<file path="config.mk">
export PLATFORM = sky130hd
export DESIGN_NAME = decimal_number_with_esd_parser_top
export DESIGN_NICKNAME = d
export VERILOG_FILES = /design/src/dnp_pkg.sv /design/src/dnp_front.sv /design/src/dnp_queue.sv /design/src/dnp_scan.sv /design/src/dnp_finish.sv /design/src/decimal_number_with_esd_parser_top.sv
export SDC_FILE = /design/constraint.sdc
export NUM_CORES = 2
export LEC_CHECK = 0
export BUFFER_PORTS_ARGS = -buffer_cell sky130_fd_sc_hd__buf_2
export CAP_MARGIN = 20
export CORE_UTILIZATION = 45
export DETAILED_ROUTE_END_ITERATION = 6
export GPL_TIMING_DRIVEN = 0
export PLACE_DENSITY = 0.58
export SLEW_MARGIN = 20
export SYNTH_ARGS = -nofsm -noshare
export SYNTH_HDL_FRONTEND = slang
export SYNTH_SLANG_ARGS = --single-unit
</file>
<file path="constraint.sdc">
create_clock -name clk -period 31.1 [get_ports clk]
set_clock_uncertainty 0.1 [all_clocks]
set_input_delay 6.22 -clock clk [delete_from_list [all_inputs] [get_ports clk]]
set_output_delay 6.22 -clock clk [all_outputs]
set_load 0.03 [all_outputs]
</file>
<file path="src/dnp_pkg.sv">
// shared types, codes and constants of the decimal number parser
package dnp_pkg;

  // field limits
  localparam int MAX_CHARS       = 64;
  localparam int MAX_SIG_DIGITS  = 18;
  localparam int QUEUE_DEPTH_DEF = 2;

  localparam logic [6:0]  POS_UNSET     = 7'h7F;
  localparam logic [16:0] EXP_CAP       = 17'd99999;
  localparam logic [59:0] ESD_CAP       = 60'd999999999999999999;
  // above this an esd digit pushes the value past the cap
  localparam logic [59:0] ESD_SAT_LIMIT = 60'd99999999999999999;

  // character classes, digits keep their own value 0..9
  typedef logic [4:0] sym_t;
  localparam sym_t SYM_PLUS   = 5'd10;
  localparam sym_t SYM_POINT  = 5'd11;
  localparam sym_t SYM_MINUS  = 5'd12;
  localparam sym_t SYM_LPAREN = 5'd13;
  localparam sym_t SYM_RPAREN = 5'd14;
  localparam sym_t SYM_UC_E   = 5'd15;
  localparam sym_t SYM_UC_D   = 5'd16;
  localparam sym_t SYM_UC_Q   = 5'd17;
  localparam sym_t SYM_LC_E   = 5'd18;
  localparam sym_t SYM_LC_D   = 5'd19;
  localparam sym_t SYM_LC_Q   = 5'd20;
  localparam sym_t SYM_SPACE  = 5'd21;
  localparam sym_t SYM_OTHER  = 5'd22;

  // seen flag bit positions
  localparam int SEEN_LETTER = 0;
  localparam int SEEN_ESIGN  = 1;
  localparam int SEEN_MSIGN  = 2;

  // range warning codes
  typedef logic [1:0] warn_t;
  localparam warn_t WARN_NONE  = 2'd0;
  localparam warn_t WARN_OVER  = 2'd1;
  localparam warn_t WARN_UNDER = 2'd2;

  // configuration register indexes
  localparam logic CFG_MIN_EXP = 1'b0;
  localparam logic CFG_MAX_EXP = 1'b1;

  // scan phases
  typedef enum logic [2:0] {
    PH_SEEK = 3'd0,
    PH_INT  = 3'd1,
    PH_FRAC = 3'd2,
    PH_EXP  = 3'd3,
    PH_ESD  = 3'd4,
    PH_STOP = 3'd5
  } phase_t;

  typedef struct packed {
    logic [7:0] char_code;
    logic       last_char;
  } in_t;

  typedef struct packed {
    logic               is_number;
    logic               negative;
    logic [59:0]        significand;
    logic [6:0]         dropped_digits;
    logic signed [11:0] decimal_exponent;
    logic               has_esd;
    logic [59:0]        esd_value;
    logic [6:0]         esd_digits;
    logic [6:0]         point_pos;
    logic               has_point;
    logic               leading_zero;
    logic [1:0]         range_warning;
  } out_t;

  // classified character between front and scanner
  typedef struct packed {
    sym_t sym;
    logic nul;
    logic last;
  } cls_t;

  // finished field state handed from scanner to exponent stages
  typedef struct packed {
    logic        reject;
    logic        negative;
    logic [59:0] significand;
    logic [6:0]  dropped;
    logic [6:0]  int_cnt;
    logic [6:0]  frac_cnt;
    logic [16:0] exp_val;
    logic        exp_neg;
    logic [6:0]  esd_cnt;
    logic [59:0] esd_val;
    logic [6:0]  point_pos;
    logic        has_point;
    logic        lzero;
  } fin_t;

  // map one ASCII character to its class
  function automatic sym_t sym_of(input logic [7:0] c);
    sym_t s;
    begin
      s = SYM_OTHER;
      if (c >= 8'h30 && c <= 8'h39) begin
        s = sym_t'(c - 8'h30);
      end else begin
        unique case (c)
          8'h2B:   s = SYM_PLUS;
          8'h2E:   s = SYM_POINT;
          8'h2D:   s = SYM_MINUS;
          8'h28:   s = SYM_LPAREN;
          8'h29:   s = SYM_RPAREN;
          8'h45:   s = SYM_UC_E;
          8'h44:   s = SYM_UC_D;
          8'h51:   s = SYM_UC_Q;
          8'h65:   s = SYM_LC_E;
          8'h64:   s = SYM_LC_D;
          8'h71:   s = SYM_LC_Q;
          8'h20:   s = SYM_SPACE;
          default: s = SYM_OTHER;
        endcase
      end
      return s;
    end
  endfunction

endpackage

</file>
<file path="src/dnp_front.sv">
// front end: takes character requests and classifies them for the queue
module dnp_front (
  input  logic          in_valid,
  output logic          in_ready,
  input  dnp_pkg::in_t  in_data,
  output logic          push_valid,
  input  logic          push_ready,
  output dnp_pkg::cls_t push_item
);
  import dnp_pkg::*;

  // handshake passes straight to the queue
  assign push_valid = in_valid;
  assign in_ready   = push_ready;

  // character class lookup
  always_comb begin
    push_item.sym  = sym_of(in_data.char_code);
    push_item.nul  = (in_data.char_code == 8'h00);
    push_item.last = in_data.last_char;
  end

endmodule

</file>
<file path="src/dnp_queue.sv">
// short queue of classified characters between front and scanner
module dnp_queue #(
  parameter int DEPTH = dnp_pkg::QUEUE_DEPTH_DEF
) (
  input  logic          clk,
  input  logic          rst_n,
  input  logic          push_valid,
  output logic          push_ready,
  input  dnp_pkg::cls_t push_item,
  output logic          pop_valid,
  input  logic          pop_ready,
  output dnp_pkg::cls_t pop_item
);
  import dnp_pkg::*;

  localparam int PW = (DEPTH > 1) ? $clog2(DEPTH) : 1;
  localparam int CW = $clog2(DEPTH + 1);

  cls_t          mem_r [DEPTH];
  logic [PW-1:0] wr_ptr_r, wr_ptr_nxt;
  logic [PW-1:0] rd_ptr_r, rd_ptr_nxt;
  logic [CW-1:0] cnt_r, cnt_nxt;
  logic          push, pop;

  assign push_ready = (cnt_r != CW'(DEPTH));
  assign pop_valid  = (cnt_r != '0);
  assign push       = push_valid && push_ready;
  assign pop        = pop_valid && pop_ready;
  assign pop_item   = mem_r[rd_ptr_r];

  // pointer and fill count update
  always_comb begin
    wr_ptr_nxt = wr_ptr_r;
    rd_ptr_nxt = rd_ptr_r;
    if (push) begin
      wr_ptr_nxt = (wr_ptr_r == PW'(DEPTH - 1)) ? '0 : wr_ptr_r + 1'b1;
    end
    if (pop) begin
      rd_ptr_nxt = (rd_ptr_r == PW'(DEPTH - 1)) ? '0 : rd_ptr_r + 1'b1;
    end
    unique case ({push, pop})
      2'b10:   cnt_nxt = cnt_r + 1'b1;
      2'b01:   cnt_nxt = cnt_r - 1'b1;
      default: cnt_nxt = cnt_r;
    endcase
  end

  always_ff @(posedge clk) begin
    if (!rst_n) begin
      wr_ptr_r <= '0;
      rd_ptr_r <= '0;
      cnt_r    <= '0;
    end else begin
      wr_ptr_r <= wr_ptr_nxt;
      rd_ptr_r <= rd_ptr_nxt;
      cnt_r    <= cnt_nxt;
    end
  end

  // entry storage
  always_ff @(posedge clk) begin
    if (push) begin
      mem_r[wr_ptr_r] <= push_item;
    end
  end

`ifndef SYNTHESIS
  a_cnt_bound: assert property (@(posedge clk) disable iff (!rst_n)
    cnt_r <= CW'(DEPTH))
    else $error("queue fill count beyond depth");
  a_pop_only: assert property (@(posedge clk) disable iff (!rst_n)
    (pop && !push) |=> (cnt_r == $past(cnt_r) - 1'b1))
    else $error("queue count did not drop on pop");
`endif

endmodule

</file>
<file path="src/dnp_scan.sv">
// scanner: scans one character per cycle, a last one when fin_ready
module dnp_scan (
  input  logic          clk,
  input  logic          rst_n,
  input  logic          q_valid,
  output logic          q_ready,
  input  dnp_pkg::cls_t q_item,
  output logic          fin_valid,
  input  logic          fin_ready,
  output dnp_pkg::fin_t fin_data
);
  import dnp_pkg::*;

  phase_t      phase_r, phase_nxt;
  logic        rej_r, rej_nxt;
  logic [6:0]  pos_r, pos_nxt;
  logic [59:0] mant_r, mant_nxt;
  logic [4:0]  sig_r, sig_nxt;
  logic [6:0]  mdig_r, mdig_nxt;
  logic [6:0]  frac_r, frac_nxt;
  logic [6:0]  int_r, int_nxt;
  logic [6:0]  drop_r, drop_nxt;
  logic        mneg_r, mneg_nxt;
  logic [16:0] exp_r, exp_nxt;
  logic        eneg_r, eneg_nxt;
  logic [6:0]  ecnt_r, ecnt_nxt;
  logic [2:0]  seen_r, seen_nxt;
  logic [59:0] esd_r, esd_nxt;
  logic [6:0]  esdc_r, esdc_nxt;
  logic [6:0]  ppos_r, ppos_nxt;
  logic        hpt_r, hpt_nxt;
  logic        lz_r, lz_nxt;
  logic        pzero_r, pzero_nxt;

  sym_t        m;
  logic        pop, is_dig, is_letter, is_sign;
  logic        active, first_rej, live, stop_now, go, sym_rej, char_ok;
  phase_t      ph_dig;
  logic [59:0] mant_x10, esd_x10;
  logic [19:0] exp_x10;
  logic        mant_full;

  // character decode
  assign m         = q_item.sym;
  assign is_dig    = (m < SYM_PLUS);
  assign is_letter = (m >= SYM_UC_E) && (m <= SYM_LC_Q);
  assign is_sign   = (m == SYM_PLUS) || (m == SYM_MINUS);

  // handshake: a last character waits for the exponent stages
  assign q_ready   = !q_item.last || fin_ready;
  assign pop       = q_valid && q_ready;
  assign fin_valid = pop && q_item.last;

  // scan gating
  assign active    = !rej_r && (phase_r != PH_STOP);
  assign first_rej = active && (pos_r == '0) && q_item.last && !is_dig;
  assign live      = active && !first_rej;
  assign stop_now  = live && (q_item.nul || (pos_r >= 7'(MAX_CHARS)));
  assign go        = live && !stop_now;
  assign ph_dig    = (phase_r == PH_SEEK) ? PH_INT : phase_r;

  // malformed character checks
  always_comb begin
    sym_rej = 1'b0;
    if (m == SYM_OTHER) begin
      sym_rej = 1'b1;
    end else if (m == SYM_POINT) begin
      sym_rej = (phase_r > PH_INT);
    end else if (!is_dig) begin
      if (mdig_r == '0 && m > SYM_MINUS && m != SYM_SPACE) begin
        sym_rej = 1'b1;
      end else if (is_letter || is_sign) begin
        if (phase_r == PH_EXP && ecnt_r != '0) begin
          sym_rej = 1'b1;
        end else if (is_letter) begin
          sym_rej = seen_r[SEEN_LETTER];
        end else if (phase_r != PH_SEEK) begin
          sym_rej = seen_r[SEEN_ESIGN];
        end else begin
          sym_rej = seen_r[SEEN_MSIGN];
        end
      end
    end
  end

  assign char_ok = go && !sym_rej;

  // shift-add by ten for the three accumulators
  assign mant_x10  = {mant_r[56:0], 3'b000} + {mant_r[58:0], 1'b0} + 60'(m[3:0]);
  assign esd_x10   = {esd_r[56:0], 3'b000} + {esd_r[58:0], 1'b0} + 60'(m[3:0]);
  assign exp_x10   = {exp_r, 3'b000} + 20'({exp_r, 1'b0}) + 20'(m[3:0]);
  assign mant_full = (mant_r != '0) && (sig_r >= 5'(MAX_SIG_DIGITS));

  // next phase
  always_comb begin
    phase_nxt = phase_r;
    if (stop_now) begin
      phase_nxt = PH_STOP;
    end else if (char_ok) begin
      if (is_dig) begin
        phase_nxt = ph_dig;
      end else if (m == SYM_POINT) begin
        phase_nxt = PH_FRAC;
      end else if (m == SYM_LPAREN) begin
        phase_nxt = PH_ESD;
      end else if (is_letter) begin
        phase_nxt = PH_EXP;
      end else if (is_sign) begin
        phase_nxt = (phase_r != PH_SEEK) ? PH_EXP : PH_INT;
      end
    end
  end

  // field state update
  always_comb begin
    rej_nxt   = rej_r || first_rej || (go && sym_rej);
    pos_nxt   = pos_r;
    mant_nxt  = mant_r;
    sig_nxt   = sig_r;
    mdig_nxt  = mdig_r;
    frac_nxt  = frac_r;
    int_nxt   = int_r;
    drop_nxt  = drop_r;
    mneg_nxt  = mneg_r;
    exp_nxt   = exp_r;
    eneg_nxt  = eneg_r;
    ecnt_nxt  = ecnt_r;
    seen_nxt  = seen_r;
    esd_nxt   = esd_r;
    esdc_nxt  = esdc_r;
    ppos_nxt  = ppos_r;
    hpt_nxt   = hpt_r;
    lz_nxt    = lz_r;
    pzero_nxt = pzero_r;
    if (char_ok) begin
      pos_nxt   = pos_r + 1'b1;
      pzero_nxt = (m == 5'd0);
      if (is_dig) begin
        // digit into mantissa, exponent or esd
        if (ph_dig == PH_INT || ph_dig == PH_FRAC) begin
          if (mant_full) begin
            if (ph_dig == PH_INT) begin
              drop_nxt = drop_r + 1'b1;
              int_nxt  = int_r + 1'b1;
            end
          end else begin
            mant_nxt = mant_x10;
            if (mant_x10 != '0) begin
              sig_nxt = sig_r + 1'b1;
            end
            if (ph_dig == PH_FRAC) begin
              frac_nxt = frac_r + 1'b1;
            end
            if (ph_dig == PH_INT && mant_x10 != '0) begin
              int_nxt = int_r + 1'b1;
            end
          end
          mdig_nxt = mdig_r + 1'b1;
        end else if (ph_dig == PH_EXP) begin
          ecnt_nxt = ecnt_r + 1'b1;
          exp_nxt  = (exp_x10 > 20'(EXP_CAP)) ? EXP_CAP : exp_x10[16:0];
        end else begin
          esdc_nxt = esdc_r + 1'b1;
          esd_nxt  = (esd_r > ESD_SAT_LIMIT) ? ESD_CAP : esd_x10;
        end
      end else if (m == SYM_POINT) begin
        // decimal point
        hpt_nxt  = 1'b1;
        ppos_nxt = pos_r;
        if (pos_r != '0 && mant_r == '0 && pzero_r) begin
          lz_nxt = 1'b1;
        end
      end else if (m == SYM_LPAREN) begin
        if (ppos_r == POS_UNSET) begin
          ppos_nxt = pos_r;
        end
      end else begin
        // mantissa ends at the first other symbol
        if (ppos_r == POS_UNSET && phase_r != PH_SEEK) begin
          ppos_nxt = pos_r;
        end
        if (is_letter) begin
          seen_nxt[SEEN_LETTER] = 1'b1;
          eneg_nxt = 1'b0;
        end else if (is_sign && phase_r != PH_SEEK) begin
          seen_nxt[SEEN_ESIGN] = 1'b1;
          eneg_nxt = (m == SYM_MINUS);
        end else if (is_sign) begin
          seen_nxt[SEEN_MSIGN] = 1'b1;
          mneg_nxt = (m == SYM_MINUS);
        end
      end
    end
  end

  // finished field state
  always_comb begin
    fin_data.reject      = rej_nxt;
    fin_data.negative    = mneg_nxt;
    fin_data.significand = mant_nxt;
    fin_data.dropped     = drop_nxt;
    fin_data.int_cnt     = int_nxt;
    fin_data.frac_cnt    = frac_nxt;
    fin_data.exp_val     = exp_nxt;
    fin_data.exp_neg     = eneg_nxt;
    fin_data.esd_cnt     = esdc_nxt;
    fin_data.esd_val     = esd_nxt;
    fin_data.point_pos   = (ppos_nxt == POS_UNSET) ? pos_nxt : ppos_nxt;
    fin_data.has_point   = hpt_nxt;
    fin_data.lzero       = lz_nxt;
  end

  // scan registers, cleared at reset and after each field
  always_ff @(posedge clk) begin
    if (!rst_n || (pop && q_item.last)) begin
      phase_r <= PH_SEEK;
      rej_r   <= 1'b0;
      pos_r   <= '0;
      mant_r  <= '0;
      sig_r   <= '0;
      mdig_r  <= '0;
      frac_r  <= '0;
      int_r   <= '0;
      drop_r  <= '0;
      mneg_r  <= 1'b0;
      exp_r   <= '0;
      eneg_r  <= 1'b0;
      ecnt_r  <= '0;
      seen_r  <= '0;
      esd_r   <= '0;
      esdc_r  <= '0;
      ppos_r  <= POS_UNSET;
      hpt_r   <= 1'b0;
      lz_r    <= 1'b0;
      pzero_r <= 1'b0;
    end else if (pop) begin
      phase_r <= phase_nxt;
      rej_r   <= rej_nxt;
      pos_r   <= pos_nxt;
      mant_r  <= mant_nxt;
      sig_r   <= sig_nxt;
      mdig_r  <= mdig_nxt;
      frac_r  <= frac_nxt;
      int_r   <= int_nxt;
      drop_r  <= drop_nxt;
      mneg_r  <= mneg_nxt;
      exp_r   <= exp_nxt;
      eneg_r  <= eneg_nxt;
      ecnt_r  <= ecnt_nxt;
      seen_r  <= seen_nxt;
      esd_r   <= esd_nxt;
      esdc_r  <= esdc_nxt;
      ppos_r  <= ppos_nxt;
      hpt_r   <= hpt_nxt;
      lz_r    <= lz_nxt;
      pzero_r <= pzero_nxt;
    end
  end

`ifndef SYNTHESIS
  a_field_clear: assert property (@(posedge clk) disable iff (!rst_n)
    (pop && q_item.last) |=> (phase_r == PH_SEEK && pos_r == '0 && !rej_r))
    else $error("scan state not cleared after field end");
  a_point_order: assert property (@(posedge clk) disable iff (!rst_n)
    (ppos_r != POS_UNSET) |-> (ppos_r < pos_r))
    else $error("point position not behind scan position");
`endif

endmodule

</file>
<file path="src/dnp_finish.sv">
// exponent stages: clamp against limits and register the result
module dnp_finish (
  input  logic               clk,
  input  logic               rst_n,
  input  logic               fin_valid,
  output logic               fin_ready,
  input  dnp_pkg::fin_t      fin_data,
  input  logic signed [10:0] min_exp,
  input  logic [10:0]        max_exp,
  output logic               out_valid,
  input  logic               out_ready,
  output dnp_pkg::out_t      out_data
);
  import dnp_pkg::*;

  logic               a_v_r, a_v_nxt;
  fin_t               a_r;
  logic               b_v_r, b_v_nxt;
  fin_t               b_r;
  logic signed [18:0] b_e1_r;
  logic               b_ovf_r;
  logic               out_v_r, out_v_nxt;
  out_t               out_r, out_nxt;

  logic               c_take, b_adv, a_adv;
  logic signed [18:0] e_mag, e_sgn, e_sum, e_max, e_int, e1;
  logic               ovf, udf;
  logic signed [18:0] e_min, e2, e_out;

  // stage advance chain
  assign c_take    = !out_v_r || out_ready;
  assign b_adv     = !b_v_r || c_take;
  assign a_adv     = !a_v_r || b_adv;
  assign fin_ready = a_adv;
  assign a_v_nxt   = a_adv ? fin_valid : a_v_r;
  assign b_v_nxt   = b_adv ? a_v_r : b_v_r;
  assign out_v_nxt = c_take ? b_v_r : out_v_r;

  // overflow clamp on exponent plus integer digits
  always_comb begin
    e_mag = $signed({2'b00, a_r.exp_val});
    e_sgn = a_r.exp_neg ? -e_mag : e_mag;
    e_int = $signed({12'b0, a_r.int_cnt});
    e_sum = e_sgn + e_int;
    e_max = $signed({8'b0, max_exp});
    ovf   = (e_sum > e_max);
    e1    = ovf ? (e_max - e_int) : e_sgn;
  end

  // underflow clamp, fraction shift and result assembly
  always_comb begin
    e_min = {{8{min_exp[10]}}, min_exp};
    udf   = (b_e1_r < e_min);
    e2    = udf ? e_min : b_e1_r;
    e_out = e2 - $signed({12'b0, b_r.frac_cnt});
    out_nxt = '0;
    if (!b_r.reject) begin
      out_nxt.is_number        = 1'b1;
      out_nxt.negative         = b_r.negative;
      out_nxt.significand      = b_r.significand;
      out_nxt.dropped_digits   = b_r.dropped;
      out_nxt.decimal_exponent = e_out[11:0];
      out_nxt.has_esd          = (b_r.esd_cnt != '0);
      out_nxt.esd_value        = b_r.esd_val;
      out_nxt.esd_digits       = b_r.esd_cnt;
      out_nxt.point_pos        = b_r.point_pos;
      out_nxt.has_point        = b_r.has_point;
      out_nxt.leading_zero     = b_r.lzero;
      out_nxt.range_warning    = udf ? WARN_UNDER : (b_ovf_r ? WARN_OVER : WARN_NONE);
    end
  end

  // valid bits
  always_ff @(posedge clk) begin
    if (!rst_n) begin
      a_v_r   <= 1'b0;
      b_v_r   <= 1'b0;
      out_v_r <= 1'b0;
    end else begin
      a_v_r   <= a_v_nxt;
      b_v_r   <= b_v_nxt;
      out_v_r <= out_v_nxt;
    end
  end

  // stage payload
  always_ff @(posedge clk) begin
    if (a_adv && fin_valid) begin
      a_r <= fin_data;
    end
    if (b_adv && a_v_r) begin
      b_r     <= a_r;
      b_e1_r  <= e1;
      b_ovf_r <= ovf;
    end
    if (c_take && b_v_r) begin
      out_r <= out_nxt;
    end
  end

  assign out_valid = out_v_r;
  assign out_data  = out_r;

`ifndef SYNTHESIS
  a_reject_zero: assert property (@(posedge clk) disable iff (!rst_n)
    (out_v_r && !out_r.is_number) |->
      (out_r.significand == '0 && out_r.range_warning == WARN_NONE))
    else $error("rejected field carries nonzero result");
  a_warn_code: assert property (@(posedge clk) disable iff (!rst_n)
    out_v_r |-> (out_r.range_warning == WARN_NONE || out_r.range_warning == WARN_OVER ||
                 out_r.range_warning == WARN_UNDER))
    else $error("undefined range warning code");
`endif

endmodule

</file>
<file path="src/decimal_number_with_esd_parser_top.sv">
// top level of the decimal number with esd parser
//
// Characters of a numeric field arrive on the in_ channel (valid/ready), one
// request per character, last_char set on the final one. For each field one
// result request leaves on the out_ channel: the significand, esd and shared
// decimal exponent, or is_number low when the field is rejected as text.
// Characters are taken at one per cycle while the queue has room; a
// classified character sits in a small queue, the scanner consumes one per
// cycle unless a last character waits for the exponent stages, and two
// exponent stages follow it. The sustained rate of one character per cycle
// is set by the scanner's shift-add update of its state. When the receiver
// holds out_ready low, the result waits in the output register; the exponent
// stages and the queue keep filling, and in_ready drops only once the queue
// is full. cfg_we writes min_exponent (index 0) or max_exponent (index 1)
// from cfg_data; the user must write only while no field is in flight, as
// the block does not enforce it. Synchronous reset clears the scan state,
// queue and result valid and loads min_exponent = -307 and max_exponent = 308.
module decimal_number_with_esd_parser_top #(
  parameter int QUEUE_DEPTH = dnp_pkg::QUEUE_DEPTH_DEF
) (
  input  logic          clk,
  input  logic          rst_n,
  input  logic          in_valid,
  output logic          in_ready,
  input  dnp_pkg::in_t  in_data,
  output logic          out_valid,
  input  logic          out_ready,
  output dnp_pkg::out_t out_data,
  input  logic          cfg_we,
  input  logic          cfg_index,
  input  logic [10:0]   cfg_data
);
  import dnp_pkg::*;

  logic               push_valid, push_ready;
  cls_t               push_item;
  logic               q_valid, q_ready;
  cls_t               q_item;
  logic               fin_valid, fin_ready;
  fin_t               fin_data;
  logic signed [10:0] min_exp_r;
  logic [10:0]        max_exp_r;

  // configuration registers
  always_ff @(posedge clk) begin
    if (!rst_n) begin
      min_exp_r <= -11'sd307;
      max_exp_r <= 11'd308;
    end else if (cfg_we) begin
      unique case (cfg_index)
        CFG_MIN_EXP: min_exp_r <= cfg_data;
        CFG_MAX_EXP: max_exp_r <= cfg_data;
        default:     ;
      endcase
    end
  end

  dnp_front u_front (
    .in_valid   (in_valid),
    .in_ready   (in_ready),
    .in_data    (in_data),
    .push_valid (push_valid),
    .push_ready (push_ready),
    .push_item  (push_item)
  );

  dnp_queue #(
    .DEPTH (QUEUE_DEPTH)
  ) u_queue (
    .clk        (clk),
    .rst_n      (rst_n),
    .push_valid (push_valid),
    .push_ready (push_ready),
    .push_item  (push_item),
    .pop_valid  (q_valid),
    .pop_ready  (q_ready),
    .pop_item   (q_item)
  );

  dnp_scan u_scan (
    .clk       (clk),
    .rst_n     (rst_n),
    .q_valid   (q_valid),
    .q_ready   (q_ready),
    .q_item    (q_item),
    .fin_valid (fin_valid),
    .fin_ready (fin_ready),
    .fin_data  (fin_data)
  );

  dnp_finish u_finish (
    .clk       (clk),
    .rst_n     (rst_n),
    .fin_valid (fin_valid),
    .fin_ready (fin_ready),
    .fin_data  (fin_data),
    .min_exp   (min_exp_r),
    .max_exp   (max_exp_r),
    .out_valid (out_valid),
    .out_ready (out_ready),
    .out_data  (out_data)
  );

endmodule

</file>
# Word level (Yosys, flattened, before mapping)
# Memories as Yosys holds them, arrays and structs flattened. A register that Yosys moved wholly into a read port is not among the register bits.
# Cells that the tools add are included.
op_classes:
  add_sub_neg: 23
  mul: 0
  div: 0
  n_lt_le_gt_ge: 13
  eq_ne: 28
  shift: 0
  n_mux: 94
  bitwise: 8
  reduce_logical: 74
ops:
  columns: ["operator", "n"]
  rows:
  - ["2-to-1 mux 60 bit", 9]
  - ["2-to-1 mux 7 bit", 28]
  - ["2-to-1 mux 160 bit", 1]
  - ["adder 60 x 4 -> 60 bit", 2]
  - ["adder 60 bit", 2]
  - ["nonzero test 60 bit", 2]
  - ["2-to-1 mux 17 bit", 5]
  - ["> comparator 60 x 57 -> 1 bit (second input constant)", 1]
  - ["logical NOT 60 bit", 1]
  - ["one-hot mux 5 bit (12 select lines)", 1]
  - ["adder 7 x 1 -> 7 bit (second input constant)", 7]
  - ["equality test 8 x 6 -> 1 bit (second input constant)", 6]
  - ["equality test 8 x 7 -> 1 bit (second input constant)", 6]
  - ["2-to-1 mux 19 bit", 2]
  - ["2-to-1 mux 1 bit", 35]
  - ["logical AND 1 bit", 26]
  - ["2-to-1 mux 3 bit", 8]
  - ["nonzero test 7 bit", 3]
  - ["adder 20 x 18 -> 20 bit", 1]
  - ["adder 20 x 4 -> 20 bit", 1]
  - ["equality test 5 x 4 -> 1 bit (second input constant)", 4]
  - ["> comparator 20 x 17 -> 1 bit (second input constant)", 1]
  - ["adder 19 x 8 -> 19 bit", 1]
  - ["> comparator 19 x 12 -> 1 bit", 1]
  - ["49 further kinds", 86]
word_totals:
  register_bits: 748
  latchBits: 0
  mem_bits_rw: 14
  romBits: 0
  input_bits: 26
  out_inout_bits: 162
  mem_count: 1
mem_list:
  columns: ["memory", "depth", "word_bits", "read_ports", "rd_clocked_by_memory_dff", "write_ports", "line_no", "text"]
  rows:
  - ["u_queue.mem_r", 2, 7, 1, 1, 1, "dnp_queue.sv:19", "cls_t mem_r [DEPTH];"]

# Depth between registers and ports, before layout
depth:
  word_depth: 14
  mapped_depth: 27
  mapped_depth_nobuf: 26

# Hierarchy
# Synthesis repeated with hierarchy kept, for this count alone.
hier_totals:
  hier_cells: 4092
  area_unflattened_um2: 42037.8
modules_own_cells:
  columns: ["mod", "instances", "cells_each", "area_per_inst_um2"]
  rows:
  - ["dnp_scan", 1, 2806, 20749.9]
  - ["dnp_finish", 1, 1083, 19199.7]
  - ["decimal_number_with_esd_parser_top", 1, 97, 980.9]
  - ["dnp_queue", 1, 47, 729.4]
  - ["dnp_front", 1, 59, 377.9]

# Least setup slack after synthesis
# Ideal clock, no wire load.
synth_timing:
  path_kind: "in2reg"
  from: "input out_ready"
  to: "register u_finish.b_e1_r[0] (enable)"
  setup_time_ns: 0.967
  arrival_ns: 18.704
  required_time_ns: 30.033
  path_slack_ns: 11.329
  path_stages: 2
  path_cell_list: "nor2b_1 a21boi_0"
synth_between:
  elab_chain_len: 3
synth_rtl:
  columns: ["item", "line_no", "text"]
  rows:
  - ["from (decl)", "decimal_number_with_esd_parser_top.sv:27", "input logic out_ready,"]
  - ["logical OR 1 bit", "dnp_finish.sv:31", "assign c_take = !out_v_r || out_ready;"]
  - ["logical OR 1 bit", "dnp_finish.sv:32", "assign b_adv = !b_v_r || c_take;"]
  - ["logical AND 1 bit", "dnp_finish.sv:91", "if (b_adv && a_v_r) begin"]
  - ["to (signal assigned)", "dnp_finish.sv:93", "b_e1_r <= e1;"]
  - ["to (decl)", "dnp_finish.sv:20", "logic signed [18:0] b_e1_r;"]
# Every way passes these cells.
# A chain may end at the register's enable or synchronous reset.

# Worst setup path after layout
layout_timing:
  from: "input out_ready"
  to: "register u_queue.cnt_r[1]"
layout_between:
  elab_chain_len: 7
layout_rtl:
  columns: ["item", "line_no", "text"]
  rows:
  - ["logical OR 1 bit *", "dnp_finish.sv:31", null]
  - ["logical OR 1 bit *", "dnp_finish.sv:32", null]
  - ["logical OR 1 bit *", "dnp_finish.sv:33", "assign a_adv = !a_v_r || b_adv;"]
  - ["logical OR 1 bit *", "dnp_scan.sv:50", "assign q_ready = !q_item.last || fin_ready;"]
  - ["logical AND 1 bit *", "dnp_queue.sv:28", "assign pop = pop_valid && pop_ready;"]
  - ["named net u_queue.pop", "dnp_queue.sv:23", "logic push, pop;"]
  - ["equality test 2 x 1 -> 1 bit or equality test 2 bit (tied branches)", "dnp_queue.sv:41", "unique case ({push, pop})"]
  - ["one-hot mux 2 bit (2 select lines) or nonzero test 2 bit (tied branches)", null, null]
  - ["to (signal assigned)", "dnp_queue.sv:56", "cnt_r <= cnt_nxt;"]
  - ["to (decl)", "dnp_queue.sv:22", "logic [CW-1:0] cnt_r, cnt_nxt;"]
# Mark *: on every way through the listed nets, which the timed path passes. The rest lies on a longest branch.

==> summary.txt <==
Placed design
  • Dpl hpwl: 84600 um
  • Final GP Congestion: 0.945
  • I/O Buffers: 184
  • Placed Area: 44100 um^2

Route
  • Drt pass-1 iters: 7
  • Via count: 30919
  • Drt drc: 0
  • Drt initial violations: 2082
  • Via-to-Cell Ratio: 5.57
  • Per-cell routed wire length: 20.3 um
  • Drt total wl: 112000 um
  • Routed Antenna Nets: 0

Cells and area
  • Filler Cell Count: 8262
  • Final #Nets: 4661
  • Design area: 46900 um^2
  • Multi-input logic area: 19600 um^2
  • Area Overhead vs Synth: 14.1%
  • Reg area: 20500 um^2
  • Layout cells sized above 1: 10.0%

STA
  • Crit path time final: 10310 ps
  • Slew @ Worst Pin: 1210 ps
  • Achievable Freq: 97.0 MHz
  • TNS Setup: 0 ps
  • Final Hold Fails: 0
  • Crit share post-route: 33.1%
  • Rel. slew slack: 19.0%
  • Final setup fails: 0
  • Fin. max-slew vios: 0
  • RSZ-0062 raised after global routing: false

Global routing
  • Initial antenna violation count: 3
  • Vias in the first global route: 29391
  • Largest net degree at the start of global routing: 29
  • First-pass GRT wire length: 172000 um
  • Total grt overflow: 0
  • Total track usage: 23.9%

Logic synthesis
  • Syn nets: 4367
  • Synthesized cell area: 41100 um^2
  • Yosys cell types: 109
  • Avg Synthesized Cell Area: 10.3 um^2
  • Post-synthesis sequential area ratio: 49.9%
  • Seq cells post-synth: 763
  • Post-Syn Instances: 4007
  • Top-area cell type share of the netlist area: 38.2%
  • Synth cell count leaders: nand2_1 (544), edfxtp_1 (523), ha_1 (325)
  • Asr flop ratio synth: 0%
  • Ys Warns: 0
  • Top cells by area, synth: edfxtp_1 (38%), dfxtp_1 (12%), ha_1 (9.9%)
  • Main synth FF type: edfxtp_1
  • Synth area leader: edfxtp_1
  • Most common cell in the netlist: nand2_1
  • EDFF count, synth: 523

Min path
  • Endpoint, Worst Hold: u_finish.b_r[109]$_DFFE_PP_
  • Hold Crit Depth: 0
  • Hold crit path type: reg2reg
  • Hold path startpoint: u_finish.a_r[109]$_DFFE_PP_

Flow run
  • Max Cap Viol: 0

Floorplanning
  • Die area: 92600 um^2
  • FP Rows: 110
  • I/O pin total: 188
  • Starting Density: 45.6%
  • Total core area: 90300 um^2
  • Die height: 304 um
  • Die width: 304 um

Critical path
  • Startpoint types: primary input
  • Crit path DAT: 10800 ps
  • FF-to-FF End: u_finish.a_r[102]$_DFFE_PP_
  • Reg2reg setup slack: 24450 ps
  • Sequence of cells on the critical path: buf_2 -> nor2b_1 -> nand3_1 -> o22ai_2 -> clkbuf_1 -> clkinv_1 -> clkbuf_1 -> clkbuf_1 -> ha_1 -> or3_1 -> a21boi_0
  • CP max FO: 11
  • Worst r2r path cells: 18
  • Setup crit end kind: register
  • CP dominant cell by count: clkbuf_1
  • Critical Path Max Stage Delay: 670 ps
  • Worst Path Required: 31590 ps
  • Crit-path slowest cell: o22ai_2
  • Critical path class: in2reg

Clocking
  • CTS resizes: 0
  • CTS tree: done
  • CTS root buf: clkbuf_16
  • Clk_lat worst skew: 670 ps
  • Setup repair bufs after CTS: 0
  • Clk pin slew, worst setup/hold paths: 60 ps
  • Clk buf depth: 3
  • H-tree Lvls: 3
  • CTS Buf Count: 85
  • Post-CTS Hold Buffers: 0
  • CTS sink count: 763

Outcome
  • Status: finished, final reports clean

Power
  • Maximum vdd drop: 0.0456 mV
  • Power per cell area: 68.5 nW/um^2
  • Static leakage: 0.0187 uW
==> critical path, delay by kind of cell <==
family          cells  cell delay (ps)
buf+inv             5             2220
compound gates      2              820
fa+ha+maj           1              510
simple gates        3             1000
==> layout make-up <==
cell class | count | share of cell area, %
clock buffer | 116 | 5.02
multi-input combinational | 2966 | 41.7
inverter | 112 | 0.901
tap | 1176 | 3.13
buffer | 166 | 1.42
antenna | 2 | 0.0107
clock inverter | 43 | 0.970
timing repair buffer | 207 | 3.17
sequential | 763 | 43.7
==> flip-flops by register name (all words and copies together), names as in the netlist, 14 cells and up, named ones only <==
name / cells
u_scan.mant_r: 60
u_finish.b_r: 152
u_scan.exp_r: 17
u_queue.mem_r: 14
u_scan.esd_r: 60
u_finish.b_e1_r: 19
u_finish.a_r: 177
u_finish.out_data: 160
==> stage by stage <==
step / hold slack (ps) / power, uW / setup WS (ps) / utilization (%) / cells
after floorplan: 300 / 1930 / 11330 / - / 4007
after global placement: 301 / 2250 / 3920 / 48.2 / 5367
after detailed placement: 305 / 2220 / 20170 / 48.9 / 5390
after CTS: 313 / 3240 / 20870 / 52.0 / 5549
after global routing: 314 / 3360 / 20650 / 52.0 / 5549
final: 309 / 3220 / 20790 / 52.0 / 5551
==> per-layer routing <==
layer  GRT usage (%)  routed length, um
met5               0                 12
met4            8.72               4060
met3            3.63               5960
met2            38.7              52100
met1            32.3              50400
==> worst max-delay path by stage <==
stage | to | cells past startpoint | from
global route | u_queue.cnt_r[1]$_SDFFE_PN0P_ | 11 | out_ready
global placement | u_finish.b_r[52]$_DFFE_PP_ | 3 | out_ready
detailed placement | u_queue.cnt_r[1]$_SDFFE_PN0P_ | 11 | out_ready
floorplan | u_finish.b_e1_r[0]$_DFFE_PP_ | 2 | out_ready
CTS | u_queue.cnt_r[1]$_SDFFE_PN0P_ | 11 | out_ready
finish | u_queue.cnt_r[1]$_SDFFE_PN0P_ | 11 | out_ready
==> power breakdown <==
part           internal [uW]  switching [uW]
logic                    276             589
registers               1270            66.5
clock network            586             424
total                   2140            1080
==> cell usage in the layout (no fill, tap or decap), types with 140 or more instances in the layout <==
master    synthesis  final
a21oi_1         319    319
buf_2            14    198
clkbuf_1        135    154
dfxtp_1         240    240
edfxtp_1        523    523
ha_1            325    325
nand2_1         544    544
nor2_1          317    316
nor2b_1         182    181
o21ai_0         165    165
xnor2_1         140    140
==> cells by family after synthesis <==
kind of cell	share of synthesized area, %
and+or+nand+nor	16.9
AOI/OAI and AO/OA	14.0
DFF	49.9
adders and majority gates	10.3
buffers and inverters	2.64
xor gates and xnor gates	4.79
muxes	1.44
No activity file was read; power rests on OpenSTA's default activity.
